===== src/hdl/mlas_pkg.sv =====
// Shared types, codes and sizing helpers for the linked list manager.
// No dependencies; imported by every module of the block.
`timescale 1ns / 1ps

package mlas_pkg;

    // Fixed port widths
    localparam int LIST_IDX_W = 4;
    localparam int DATA_W     = 32;
    localparam int PTR_W_MAX  = 6;

    // Parameter defaults
    localparam int DEF_NUM_LISTS  = 16;
    localparam int DEF_POOL_NODES = 64;
    localparam int DEF_VALUE_BITS = 32;

    // Command queue between front and back
    localparam int QUEUE_DEPTH = 2;
    localparam int QPTR_W      = $clog2(QUEUE_DEPTH);

    // Operation codes
    localparam logic [1:0] OP_INSERT = 2'd0;
    localparam logic [1:0] OP_DUMP   = 2'd1;
    localparam logic [1:0] OP_SPLICE = 2'd2;

    // Result status codes
    localparam logic [1:0] ST_OK    = 2'd0;
    localparam logic [1:0] ST_FULL  = 2'd1;
    localparam logic [1:0] ST_EMPTY = 2'd2;
    localparam logic [1:0] ST_SELF  = 2'd3;

    // Classified command kinds
    typedef enum logic [2:0] {
        K_OK,
        K_FULL,
        K_SELF,
        K_EMPTY,
        K_INSERT,
        K_DUMP,
        K_SPLICE
    } cmd_kind_t;

    typedef struct packed {
        cmd_kind_t              kind;
        logic [LIST_IDX_W-1:0]  tgt;
        logic [LIST_IDX_W-1:0]  src;
        logic [PTR_W_MAX-1:0]   node;
        logic [DATA_W-1:0]      value;
    } cmd_t;

    // Lists reachable through the 4-bit index
    function automatic int list_slots(input int num_lists);
        return (num_lists < (1 << LIST_IDX_W)) ? num_lists : (1 << LIST_IDX_W);
    endfunction

    // Stored value bits; upper bits beyond the port are always zero
    function automatic int store_bits(input int value_bits);
        return (value_bits < DATA_W) ? value_bits : DATA_W;
    endfunction

endpackage


===== src/hdl/mlas_front.sv =====
// Front end: range checks, self-splice and pool-full detection, node allocation.
// Depends on mlas_pkg; feeds mlas_cmd_queue.
`timescale 1ns / 1ps

module mlas_front
    import mlas_pkg::*;
#(
    parameter int NUM_LISTS  = DEF_NUM_LISTS,
    parameter int POOL_NODES = DEF_POOL_NODES
)
(
    input  logic                   clk,
    input  logic                   rst_n,
    input  logic                   req_valid,
    output logic                   req_stall,
    input  logic [1:0]             operation,
    input  logic [LIST_IDX_W-1:0]  list_index,
    input  logic [LIST_IDX_W-1:0]  source_list,
    input  logic [DATA_W-1:0]      value,
    output logic                   push_valid,
    input  logic                   push_ready,
    output cmd_t                   push_cmd
);

    localparam int PW = (POOL_NODES > 1) ? $clog2(POOL_NODES) : 1;
    localparam int CW = PW + 1;
    localparam int LS = list_slots(NUM_LISTS);
    localparam logic [LIST_IDX_W:0] LIST_LIMIT = (LIST_IDX_W + 1)'(LS);
    localparam logic [CW-1:0]       POOL_LIMIT = CW'(POOL_NODES);

    logic [CW-1:0] alloc_reg;
    logic [CW-1:0] alloc_next;
    logic          tgt_ok;
    logic          src_ok;
    logic          pool_full;
    logic          accept;
    cmd_kind_t     kind;

    assign tgt_ok    = {1'b0, list_index} < LIST_LIMIT;
    assign src_ok    = {1'b0, source_list} < LIST_LIMIT;
    assign pool_full = alloc_reg == POOL_LIMIT;

    always_comb
    begin
        unique case (operation)
            OP_INSERT:
            begin
                if (!tgt_ok)
                    kind = K_OK;
                else if (pool_full)
                    kind = K_FULL;
                else
                    kind = K_INSERT;
            end
            OP_DUMP:
            begin
                kind = tgt_ok ? K_DUMP : K_EMPTY;
            end
            OP_SPLICE:
            begin
                if (!tgt_ok || !src_ok)
                    kind = K_OK;
                else if (list_index == source_list)
                    kind = K_SELF;
                else
                    kind = K_SPLICE;
            end
            default:
            begin
                kind = K_OK;
            end
        endcase
    end

    assign accept     = req_valid && push_ready;
    assign req_stall  = !push_ready;
    assign push_valid = req_valid;

    always_comb
    begin
        push_cmd       = '0;
        push_cmd.kind  = kind;
        push_cmd.tgt   = list_index;
        push_cmd.src   = source_list;
        push_cmd.node  = PTR_W_MAX'(alloc_reg[PW-1:0]);
        push_cmd.value = value;
    end

    // Bump allocator: one node per insert, never returned
    assign alloc_next = (accept && kind == K_INSERT) ? alloc_reg + CW'(1) : alloc_reg;

    always_ff @(posedge clk or negedge rst_n)
    begin
        if (!rst_n)
            alloc_reg <= '0;
        else
            alloc_reg <= alloc_next;
    end

endmodule


===== src/hdl/mlas_cmd_queue.sv =====
// Two-entry command FIFO between the front end and the execution engine.
// Depends on mlas_pkg.
`timescale 1ns / 1ps

module mlas_cmd_queue
    import mlas_pkg::*;
(
    input  logic clk,
    input  logic rst_n,
    input  logic push_valid,
    output logic push_ready,
    input  cmd_t push_cmd,
    output logic pop_valid,
    input  logic pop_ready,
    output cmd_t pop_cmd
);

    cmd_t              slot_reg [QUEUE_DEPTH];
    logic [QPTR_W-1:0] wr_ptr_reg;
    logic [QPTR_W-1:0] wr_ptr_next;
    logic [QPTR_W-1:0] rd_ptr_reg;
    logic [QPTR_W-1:0] rd_ptr_next;
    logic [QPTR_W:0]   count_reg;
    logic [QPTR_W:0]   count_next;
    logic              do_push;
    logic              do_pop;

    assign push_ready = count_reg != (QPTR_W + 1)'(QUEUE_DEPTH);
    assign pop_valid  = count_reg != '0;
    assign pop_cmd    = slot_reg[rd_ptr_reg];

    assign do_push = push_valid && push_ready;
    assign do_pop  = pop_valid && pop_ready;

    always_comb
    begin
        wr_ptr_next = do_push ? wr_ptr_reg + QPTR_W'(1) : wr_ptr_reg;
        rd_ptr_next = do_pop ? rd_ptr_reg + QPTR_W'(1) : rd_ptr_reg;
        count_next  = count_reg;
        if (do_push && !do_pop)
            count_next = count_reg + (QPTR_W + 1)'(1);
        else if (do_pop && !do_push)
            count_next = count_reg - (QPTR_W + 1)'(1);
    end

    always_ff @(posedge clk or negedge rst_n)
    begin
        if (!rst_n)
        begin
            wr_ptr_reg <= '0;
            rd_ptr_reg <= '0;
            count_reg  <= '0;
        end
        else
        begin
            wr_ptr_reg <= wr_ptr_next;
            rd_ptr_reg <= rd_ptr_next;
            count_reg  <= count_next;
        end
    end

    always_ff @(posedge clk)
    begin
        if (do_push)
            slot_reg[wr_ptr_reg] <= push_cmd;
    end

endmodule


===== src/hdl/mlas_back.sv =====
// Execution engine: list head/tail tables, node pool, dump walker, result register.
// Depends on mlas_pkg; fed by mlas_cmd_queue.
`timescale 1ns / 1ps

module mlas_back
    import mlas_pkg::*;
#(
    parameter int NUM_LISTS  = DEF_NUM_LISTS,
    parameter int POOL_NODES = DEF_POOL_NODES,
    parameter int VALUE_BITS = DEF_VALUE_BITS
)
(
    input  logic              clk,
    input  logic              rst_n,
    input  logic              pop_valid,
    output logic              pop_ready,
    input  cmd_t              pop_cmd,
    output logic              rsp_valid,
    input  logic              rsp_stall,
    output logic [DATA_W-1:0] out_value,
    output logic              is_last,
    output logic [1:0]        status
);

    localparam int LS = list_slots(NUM_LISTS);
    localparam int LW = (LS > 1) ? $clog2(LS) : 1;
    localparam int PW = (POOL_NODES > 1) ? $clog2(POOL_NODES) : 1;
    localparam int VW = store_bits(VALUE_BITS);
    localparam logic [PW-1:0] WALK_MAX = PW'(POOL_NODES - 1);

    localparam logic [2:0] S_IDLE  = 3'd0;
    localparam logic [2:0] S_INS   = 3'd1;
    localparam logic [2:0] S_SPL   = 3'd2;
    localparam logic [2:0] S_DHEAD = 3'd3;
    localparam logic [2:0] S_WALK  = 3'd4;

    // Memories
    logic [PW-1:0] head_mem [LS];
    logic [PW-1:0] tail_mem [LS];
    logic [PW-1:0] next_mem [POOL_NODES];
    logic [VW-1:0] val_mem  [POOL_NODES];

    logic [PW-1:0] head_q;
    logic [PW-1:0] tail_a_q;
    logic [PW-1:0] tail_b_q;
    logic [PW-1:0] next_q;
    logic [VW-1:0] val_q;

    logic          head_rd_en;
    logic [LW-1:0] head_rd_addr;
    logic          tail_rd_en;
    logic [LW-1:0] tail_rd_addr_a;
    logic [LW-1:0] tail_rd_addr_b;
    logic          node_rd_en;
    logic [PW-1:0] node_rd_addr;
    logic          head_wr_en;
    logic [PW-1:0] head_wr_data;
    logic          tail_wr_en;
    logic [PW-1:0] tail_wr_data;
    logic          next_wr_en;
    logic [PW-1:0] next_wr_data;
    logic          val_wr_en;

    // Control and working registers
    logic [2:0]        state_reg;
    logic [2:0]        state_next;
    logic [LS-1:0]     nonempty_reg;
    logic [LS-1:0]     nonempty_next;
    cmd_t              cmd_reg;
    cmd_t              cmd_next;
    logic [PW-1:0]     cur_reg;
    logic [PW-1:0]     cur_next;
    logic [PW-1:0]     tail_w_reg;
    logic [PW-1:0]     tail_w_next;
    logic [PW-1:0]     cnt_reg;
    logic [PW-1:0]     cnt_next;

    logic              rsp_valid_reg;
    logic              rsp_valid_next;
    logic [DATA_W-1:0] out_value_reg;
    logic [DATA_W-1:0] out_value_next;
    logic              is_last_reg;
    logic              is_last_next;
    logic [1:0]        status_reg;
    logic [1:0]        status_next;

    logic              out_free;
    logic [LW-1:0]     q_tgt;
    logic [LW-1:0]     q_src;
    logic [LW-1:0]     c_tgt;
    logic [LW-1:0]     c_src;
    logic [PW-1:0]     c_node;
    logic              walk_last;

    function automatic logic [1:0] imm_status(input cmd_kind_t kind);
        logic [1:0] st;
        unique case (kind)
            K_FULL:          st = ST_FULL;
            K_SELF:          st = ST_SELF;
            K_EMPTY, K_DUMP: st = ST_EMPTY;
            default:         st = ST_OK;
        endcase
        return st;
    endfunction

    assign out_free  = !rsp_valid_reg || !rsp_stall;
    assign q_tgt     = pop_cmd.tgt[LW-1:0];
    assign q_src     = pop_cmd.src[LW-1:0];
    assign c_tgt     = cmd_reg.tgt[LW-1:0];
    assign c_src     = cmd_reg.src[LW-1:0];
    assign c_node    = cmd_reg.node[PW-1:0];
    assign walk_last = (cur_reg == tail_w_reg) || (cnt_reg == WALK_MAX);

    always_comb
    begin
        state_next     = state_reg;
        nonempty_next  = nonempty_reg;
        cmd_next       = cmd_reg;
        cur_next       = cur_reg;
        tail_w_next    = tail_w_reg;
        cnt_next       = cnt_reg;
        rsp_valid_next = rsp_valid_reg && rsp_stall;
        out_value_next = out_value_reg;
        is_last_next   = is_last_reg;
        status_next    = status_reg;
        pop_ready      = 1'b0;
        head_rd_en     = 1'b0;
        head_rd_addr   = q_tgt;
        tail_rd_en     = 1'b0;
        tail_rd_addr_a = q_tgt;
        tail_rd_addr_b = q_src;
        node_rd_en     = 1'b0;
        node_rd_addr   = next_q;
        head_wr_en     = 1'b0;
        head_wr_data   = c_node;
        tail_wr_en     = 1'b0;
        tail_wr_data   = c_node;
        next_wr_en     = 1'b0;
        next_wr_data   = c_node;
        val_wr_en      = 1'b0;

        unique case (state_reg)
            S_IDLE:
            begin
                if (pop_valid && out_free)
                begin
                    pop_ready = 1'b1;
                    cmd_next  = pop_cmd;
                    priority if (pop_cmd.kind == K_INSERT)
                    begin
                        tail_rd_en = 1'b1;
                        state_next = S_INS;
                    end
                    else if (pop_cmd.kind == K_SPLICE)
                    begin
                        head_rd_addr = q_src;
                        head_rd_en   = 1'b1;
                        tail_rd_en   = 1'b1;
                        state_next   = S_SPL;
                    end
                    else if (pop_cmd.kind == K_DUMP && nonempty_reg[q_tgt])
                    begin
                        head_rd_en = 1'b1;
                        tail_rd_en = 1'b1;
                        state_next = S_DHEAD;
                    end
                    else
                    begin
                        rsp_valid_next = 1'b1;
                        out_value_next = '0;
                        is_last_next   = 1'b1;
                        status_next    = imm_status(pop_cmd.kind);
                    end
                end
            end
            S_INS:
            begin
                if (out_free)
                begin
                    val_wr_en = 1'b1;
                    if (nonempty_reg[c_tgt])
                        next_wr_en = 1'b1;
                    else
                        head_wr_en = 1'b1;
                    tail_wr_en           = 1'b1;
                    nonempty_next[c_tgt] = 1'b1;
                    rsp_valid_next       = 1'b1;
                    out_value_next       = '0;
                    is_last_next         = 1'b1;
                    status_next          = ST_OK;
                    state_next           = S_IDLE;
                end
            end
            S_SPL:
            begin
                if (out_free)
                begin
                    if (nonempty_reg[c_src])
                    begin
                        head_wr_data = head_q;
                        next_wr_data = head_q;
                        if (nonempty_reg[c_tgt])
                            next_wr_en = 1'b1;
                        else
                            head_wr_en = 1'b1;
                        tail_wr_data         = tail_b_q;
                        tail_wr_en           = 1'b1;
                        nonempty_next[c_src] = 1'b0;
                        nonempty_next[c_tgt] = 1'b1;
                    end
                    rsp_valid_next = 1'b1;
                    out_value_next = '0;
                    is_last_next   = 1'b1;
                    status_next    = ST_OK;
                    state_next     = S_IDLE;
                end
            end
            S_DHEAD:
            begin
                node_rd_en   = 1'b1;
                node_rd_addr = head_q;
                cur_next     = head_q;
                tail_w_next  = tail_a_q;
                cnt_next     = '0;
                state_next   = S_WALK;
            end
            S_WALK:
            begin
                if (out_free)
                begin
                    rsp_valid_next = 1'b1;
                    out_value_next = DATA_W'(val_q);
                    is_last_next   = walk_last;
                    status_next    = ST_OK;
                    if (walk_last)
                    begin
                        state_next = S_IDLE;
                    end
                    else
                    begin
                        node_rd_en = 1'b1;
                        cur_next   = next_q;
                        cnt_next   = cnt_reg + PW'(1);
                    end
                end
            end
            default:
            begin
                state_next = S_IDLE;
            end
        endcase
    end

    always_ff @(posedge clk or negedge rst_n)
    begin
        if (!rst_n)
        begin
            state_reg     <= S_IDLE;
            nonempty_reg  <= '0;
            rsp_valid_reg <= 1'b0;
        end
        else
        begin
            state_reg     <= state_next;
            nonempty_reg  <= nonempty_next;
            rsp_valid_reg <= rsp_valid_next;
        end
    end

    always_ff @(posedge clk)
    begin
        cmd_reg       <= cmd_next;
        cur_reg       <= cur_next;
        tail_w_reg    <= tail_w_next;
        cnt_reg       <= cnt_next;
        out_value_reg <= out_value_next;
        is_last_reg   <= is_last_next;
        status_reg    <= status_next;
    end

    // Head table
    always_ff @(posedge clk)
    begin
        if (head_wr_en)
            head_mem[c_tgt] <= head_wr_data;
        if (head_rd_en)
            head_q <= head_mem[head_rd_addr];
    end

    // Tail table, two read addresses
    always_ff @(posedge clk)
    begin
        if (tail_wr_en)
            tail_mem[c_tgt] <= tail_wr_data;
        if (tail_rd_en)
        begin
            tail_a_q <= tail_mem[tail_rd_addr_a];
            tail_b_q <= tail_mem[tail_rd_addr_b];
        end
    end

    // Node links
    always_ff @(posedge clk)
    begin
        if (next_wr_en)
            next_mem[tail_a_q] <= next_wr_data;
        if (node_rd_en)
            next_q <= next_mem[node_rd_addr];
    end

    // Node values
    always_ff @(posedge clk)
    begin
        if (val_wr_en)
            val_mem[c_node] <= cmd_reg.value[VW-1:0];
        if (node_rd_en)
            val_q <= val_mem[node_rd_addr];
    end

    assign rsp_valid = rsp_valid_reg;
    assign out_value = out_value_reg;
    assign is_last   = is_last_reg;
    assign status    = status_reg;

endmodule


===== src/hdl/multi_list_append_splice_unit.sv =====
// Flow: an accepted request waits in the command queue, then the engine takes it:
//   ignored/rejected ops go straight to the result register, insert and splice read the
//   tables first, and a dump reads head/tail, then its first node, then walks the rest.
//   One command at a time; insert/splice read, then write the single-write-port memories.
// Reset (rst_n low, async): lists empty, allocator at node 0, queue and result register empty.
//   Memories are not cleared; only written entries are ever used.
`timescale 1ns / 1ps

module multi_list_append_splice_unit
    import mlas_pkg::*;
#(
    parameter int NUM_LISTS  = DEF_NUM_LISTS,
    parameter int POOL_NODES = DEF_POOL_NODES,
    parameter int VALUE_BITS = DEF_VALUE_BITS
)
(
    input  logic                          clk,
    input  logic                          rst_n,
    // Request channel
    input  logic                          req_valid,
    output logic                          req_stall,
    input  logic [1:0]                    operation,
    input  logic [LIST_IDX_W-1:0]         list_index,
    input  logic [LIST_IDX_W-1:0]         source_list,
    input  logic signed [DATA_W-1:0]      value,
    // Result channel
    output logic                          rsp_valid,
    input  logic                          rsp_stall,
    output logic signed [DATA_W-1:0]      out_value,
    output logic                          is_last,
    output logic [1:0]                    status
);

    // Front end -> queue
    logic push_valid;
    logic push_ready;
    cmd_t push_cmd;

    // Queue -> execution engine
    logic pop_valid;
    logic pop_ready;
    cmd_t pop_cmd;

    logic [DATA_W-1:0] out_value_raw;

    // Front end: classifies each request transfer. Out-of-range lists,
    // self-splice and pool exhaustion are resolved here, and every insert
    // is handed its node number from the bump allocator, so the engine
    // never has to look at the allocator.
    mlas_front #(
        .NUM_LISTS  (NUM_LISTS),
        .POOL_NODES (POOL_NODES)
    ) u_front (
        .clk         (clk),
        .rst_n       (rst_n),
        .req_valid   (req_valid),
        .req_stall   (req_stall),
        .operation   (operation),
        .list_index  (list_index),
        .source_list (source_list),
        .value       (value),
        .push_valid  (push_valid),
        .push_ready  (push_ready),
        .push_cmd    (push_cmd)
    );

    // Two-deep command queue: the front keeps taking requests, until both entries
    // are full, while the engine is busy walking a list or waiting on a stalled result.
    mlas_cmd_queue u_queue (
        .clk        (clk),
        .rst_n      (rst_n),
        .push_valid (push_valid),
        .push_ready (push_ready),
        .push_cmd   (push_cmd),
        .pop_valid  (pop_valid),
        .pop_ready  (pop_ready),
        .pop_cmd    (pop_cmd)
    );

    // Engine: one command at a time. Insert reads the target tail, then
    // writes value, link or head, and tail together. Splice reads both
    // tails and the source head, then relinks. Dump reads head/tail,
    // then walks one node per cycle while results are not stalled into
    // the result register, ending at the tail or after POOL_NODES elements.
    mlas_back #(
        .NUM_LISTS  (NUM_LISTS),
        .POOL_NODES (POOL_NODES),
        .VALUE_BITS (VALUE_BITS)
    ) u_back (
        .clk       (clk),
        .rst_n     (rst_n),
        .pop_valid (pop_valid),
        .pop_ready (pop_ready),
        .pop_cmd   (pop_cmd),
        .rsp_valid (rsp_valid),
        .rsp_stall (rsp_stall),
        .out_value (out_value_raw),
        .is_last   (is_last),
        .status    (status)
    );

    assign out_value = out_value_raw;

endmodule


===== config.mk =====
export PLATFORM = sky130hd
export DESIGN_NAME = multi_list_append_splice_unit
export DESIGN_NICKNAME = d
export VERILOG_FILES = /design/src/hdl/mlas_pkg.sv /design/src/hdl/mlas_front.sv /design/src/hdl/mlas_cmd_queue.sv /design/src/hdl/mlas_back.sv /design/src/hdl/multi_list_append_splice_unit.sv
export SDC_FILE = /design/constraint.sdc
export NUM_CORES = 2
export LEC_CHECK = 0
export ABC_AREA = 1
export BUFFER_PORTS_ARGS = -buffer_cell sky130_fd_sc_hd__buf_2
export CORE_MARGIN = 10
export CORE_UTILIZATION = 45
export DETAILED_ROUTE_END_ITERATION = 16
export REMOVE_ABC_BUFFERS = 1
export SKIP_LAST_GASP = 1
export SLEW_MARGIN = 10
export SYNTH_ARGS = -nofsm -noshare
export SYNTH_HDL_FRONTEND = slang
export SYNTH_SLANG_ARGS = --single-unit

===== constraint.sdc =====
create_clock -name clk -period 5.4 [get_ports clk]
set_input_delay 0.27 -clock clk [delete_from_list [all_inputs] [get_ports clk]]
set_output_delay 0.27 -clock clk [all_outputs]
set_load 0.01 [all_outputs]

==> flow_metrics.env <==
export IMPL_post_cts_buffers=0
export IMPL_synth_cell_types=37
export IMPL_worstPathRequired_ns=5.90
export IMPL_worstReg2RegEnd="u_back.next_mem[61][0]$_DFFE_PP_"
export IMPL_finalHoldViolCount=0
export IMPL_antenna_found_initial=8
export IMPL_dr_wl_met3_mm=32.9
export IMPL_dp_hpwl_mm=200
export IMPL_finalMaxSlewViolations=0
export IMPL_layoutNonFillerInstCount=16100
export IMPL_peakVddDrop_mv=0.481
export IMPL_die_y_um=550
export IMPL_rr_startpoint="u_back.c_tgt[0]$_DFFE_PP_"
export IMPL_routed_top_layer="met5"
export IMPL_die_area_mm2=0.302
export IMPL_end_kind="register"
export IMPL_cpMaxStageDelayCell="nand3_1"
export IMPL_relSlewSlack_pct=11.2
export IMPL_num_nets_final=12200
export IMPL_finalSetupViolations=0
export IMPL_path_clk_slew_ns=0.06
export IMPL_met1_length_mm=151
export IMPL_hold_slack_ns=0.0871
export IMPL_drv_cap=0
export IMPL_ys_seq_elements=2908
export IMPL_io_pin_count=83
export IMPL_rrSetupSlack_ns=1.40
export IMPL_max_stage_delay_ns=0.72
export IMPL_postSynthAreaPerCell_um2=10.5
export IMPL_critPathLaunch="u_back.c_tgt[0]$_DFFE_PP_"
export IMPL_drtIter0Drc=9951
export IMPL_overflow=0
export IMPL_largest_reg_flops=2048
export IMPL_critPathKind="register to register"
export IMPL_wl_mm=359
export IMPL_worstPathArrival_ns=4.50
export IMPL_period_share_pct=74.0
export IMPL_fin_skew_ns=0.0632
export IMPL_syn_to_final_growth_pct=12.8
export IMPL_min_period_ns=4.00
export IMPL_cts_tree="yes"
export IMPL_fp_dieW_um=550
export IMPL_seq_area_frac_synth_pct=69.1
export IMPL_gp_congestion=0.857
export IMPL_cts_htree_levels=5
export IMPL_cts_inserted_buffers=312
export IMPL_hold_class="primary input to register"
export IMPL_place_inst=15500
export IMPL_worst_slew_pin_slew_ns=1.33
export IMPL_status="complete, no violations"
export IMPL_insertion_delay_ns=0.93
export IMPL_p_per_area_mw_per_mm2=488
export IMPL_p_leak_nw=58.9
export IMPL_rsz0062_at_grt="false"
export IMPL_vias=86000
export IMPL_start_util_pct=45.2
export IMPL_grt_start_max_net_pins=149
export IMPL_first_pass_iters=6
export IMPL_synthCells=12000
export IMPL_grt_pass1_wl_mm=530
export IMPL_route_detailed_drc=0
export IMPL_cp_max_fo=21
export IMPL_num_rows=194
export IMPL_port_buffers=82
export IMPL_first_global_vias=82600
export IMPL_wl_per_cell_um=22.3
export IMPL_core_area_mm2=0.279
export IMPL_cts_buffer_depth=4
export IMPL_ff2ff_path_depth=12
export IMPL_clockRootBuffer="clkbuf_16"
export IMPL_path_cells="inv_1 -> nor2_1 -> nand2_1 -> nand4_1 -> nand2_1 -> nand2_1 -> inv_1 -> nand2_1 -> nand3_1 -> nor2_1 -> nand3_1 -> nor2_1"
export IMPL_viasPerCell=5.35
export IMPL_drive_gt1_share_pct=7.16
export IMPL_final_cell_mix="edfxtp_1 (2877), nand2_1 (2782), nand3_1 (2515)"
export IMPL_drtAntennaViolNets=0
export IMPL_startpoint_type="register"
export IMPL_syn_area_mm2=0.126
export IMPL_fmax_mhz=250
export IMPL_worst_path_most_repeated_cell="nand2_1"
export IMPL_yosys_warnings=0
export IMPL_final_common_cell="edfxtp_1"
export IMPL_grt_use_total_pct=23.0
export IMPL_wl_met2_mm=162
export IMPL_cts_sinks=2908
export IMPL_critPathCapture="u_back.next_mem[61][0]$_DFFE_PP_"
-- per-stage QoR --
stage | area, um2 | total power [W] | setup slack [ns] | setup TNS, ns | util, %
after floorplan | 123000 | 0.0426 | -16.43 | -655.00 | -
after global placement | 132000 | 0.0484 | 1.50 | 0 | 47.2
after detailed placement | 132000 | 0.0487 | 1.50 | 0 | 47.2
after CTS | 142000 | 0.0696 | 1.49 | 0 | 50.9
after global routing | 142000 | 0.0723 | 1.13 | 0 | 50.9
final | 142000 | 0.0695 | 1.40 | 0 | 50.9
-- worst min path at each step --
stage | depth (start not counted) | end | slack [ns] | from
final | 2 | u_queue.slot_reg[0][22]$_DFFE_PP_ | 0.09 | value[22]
after global routing | 2 | u_queue.slot_reg[1][17]$_DFFE_PP_ | 0.06 | value[17]
after CTS | 2 | u_queue.slot_reg[0][5]$_DFFE_PP_ | 0.02 | value[5]
after detailed placement | 1 | u_queue.wr_ptr_reg$_DFFE_PN0P_ | 0.39 | rst_n
after global placement | 1 | u_queue.wr_ptr_reg$_DFFE_PN0P_ | 0.39 | rst_n
after floorplan | 0 | u_back.nonempty_reg[0]$_DFFE_PN0P_ | -0.03 | rst_n
-- power by group --
| part | switching [W] | internal, W | leakage (nW) |
|---|---|---|---|
| Clock | 0.00904 | 0.0120 | 4.85 |
| Combinational | 0.0143 | 0.00399 | 27.8 |
| Sequential | 0.000593 | 0.0295 | 26.3 |
-- cells in the mapped netlist (all sizes together) --
| cell | count | share of area (%) |
|---|---|---|
| a21boi | 1 | 0.0060 |
| a21oi | 61 | 0.24 |
| a22oi | 1 | 0.0060 |
| and3 | 1 | 0.0050 |
| buf | 334 | 1.3 |
| clkbuf | 290 | 0.86 |
| clkinv | 3 | 0.0089 |
| dfrtp | 31 | 0.61 |
| edfxtp | 2877 | 68 |
| ha | 4 | 0.040 |
| inv | 2401 | 7.1 |
| nand2 | 2790 | 8.3 |
| nand3 | 2516 | 10 |
| nand3b | 153 | 0.91 |
| nand4 | 16 | 0.079 |
| nor2 | 266 | 0.80 |
| nor3 | 30 | 0.12 |
| nor3b | 1 | 0.0060 |
| o211ai | 17 | 0.10 |
| o21a | 1 | 0.0060 |
| o21ai | 185 | 0.75 |
| o221ai | 15 | 0.10 |
| o22ai | 3 | 0.015 |
| o41ai | 1 | 0.0069 |
| or2 | 3 | 0.015 |
| xnor2 | 5 | 0.035 |
| xor2 | 14 | 0.097 |
-- cells by family after synthesis --
kind of cell    after synthesis  share of synthesized area [%]
simple gates               5776                           20.2
flops                      2908                           69.1
buf+inv                    3028                           9.30
compound gates              285                           1.24
fa+ha+maj                     4                         0.0397
xor+xnor                     19                          0.132
-- final cells by class --
class / count / area, um2
clock buffers: 381 / 8140
fillers: 24300 / 137000
multi-input cells: 6084 / 28000
diodes: 2 / 5.00
inverters: 2404 / 9040
flip-flops and latches: 2908 / 87200
well taps: 3724 / 4660
repair buffers: 395 / 3490
clock inverters: 182 / 1830
-- critical path, delay by kind of cell, from the launching register on --
| family | cells | cell delay [ns] |
|---|---|---|
| flip-flops | 1 | 0.43 |
| buffers and inverters | 2 | 0.13 |
| AND/OR/NAND/NOR | 10 | 3.04 |
-- timing repair --
item / 4_1_cts / 5_1_grt
hold endpoints to repair: 125 / 0
resized for setup: 0 / 0
hold buffers: 48 / 0
-- metal layers --
metal / vias up / GRT usage, %
li1: 39600 / -
met1: 41800 / 32.8
met2: 3953 / 36.3
met3: 660 / 3.61
met4: 6 / 7.74
met5: - / 0
Note: power is estimated with default switching activity, not from simulation.
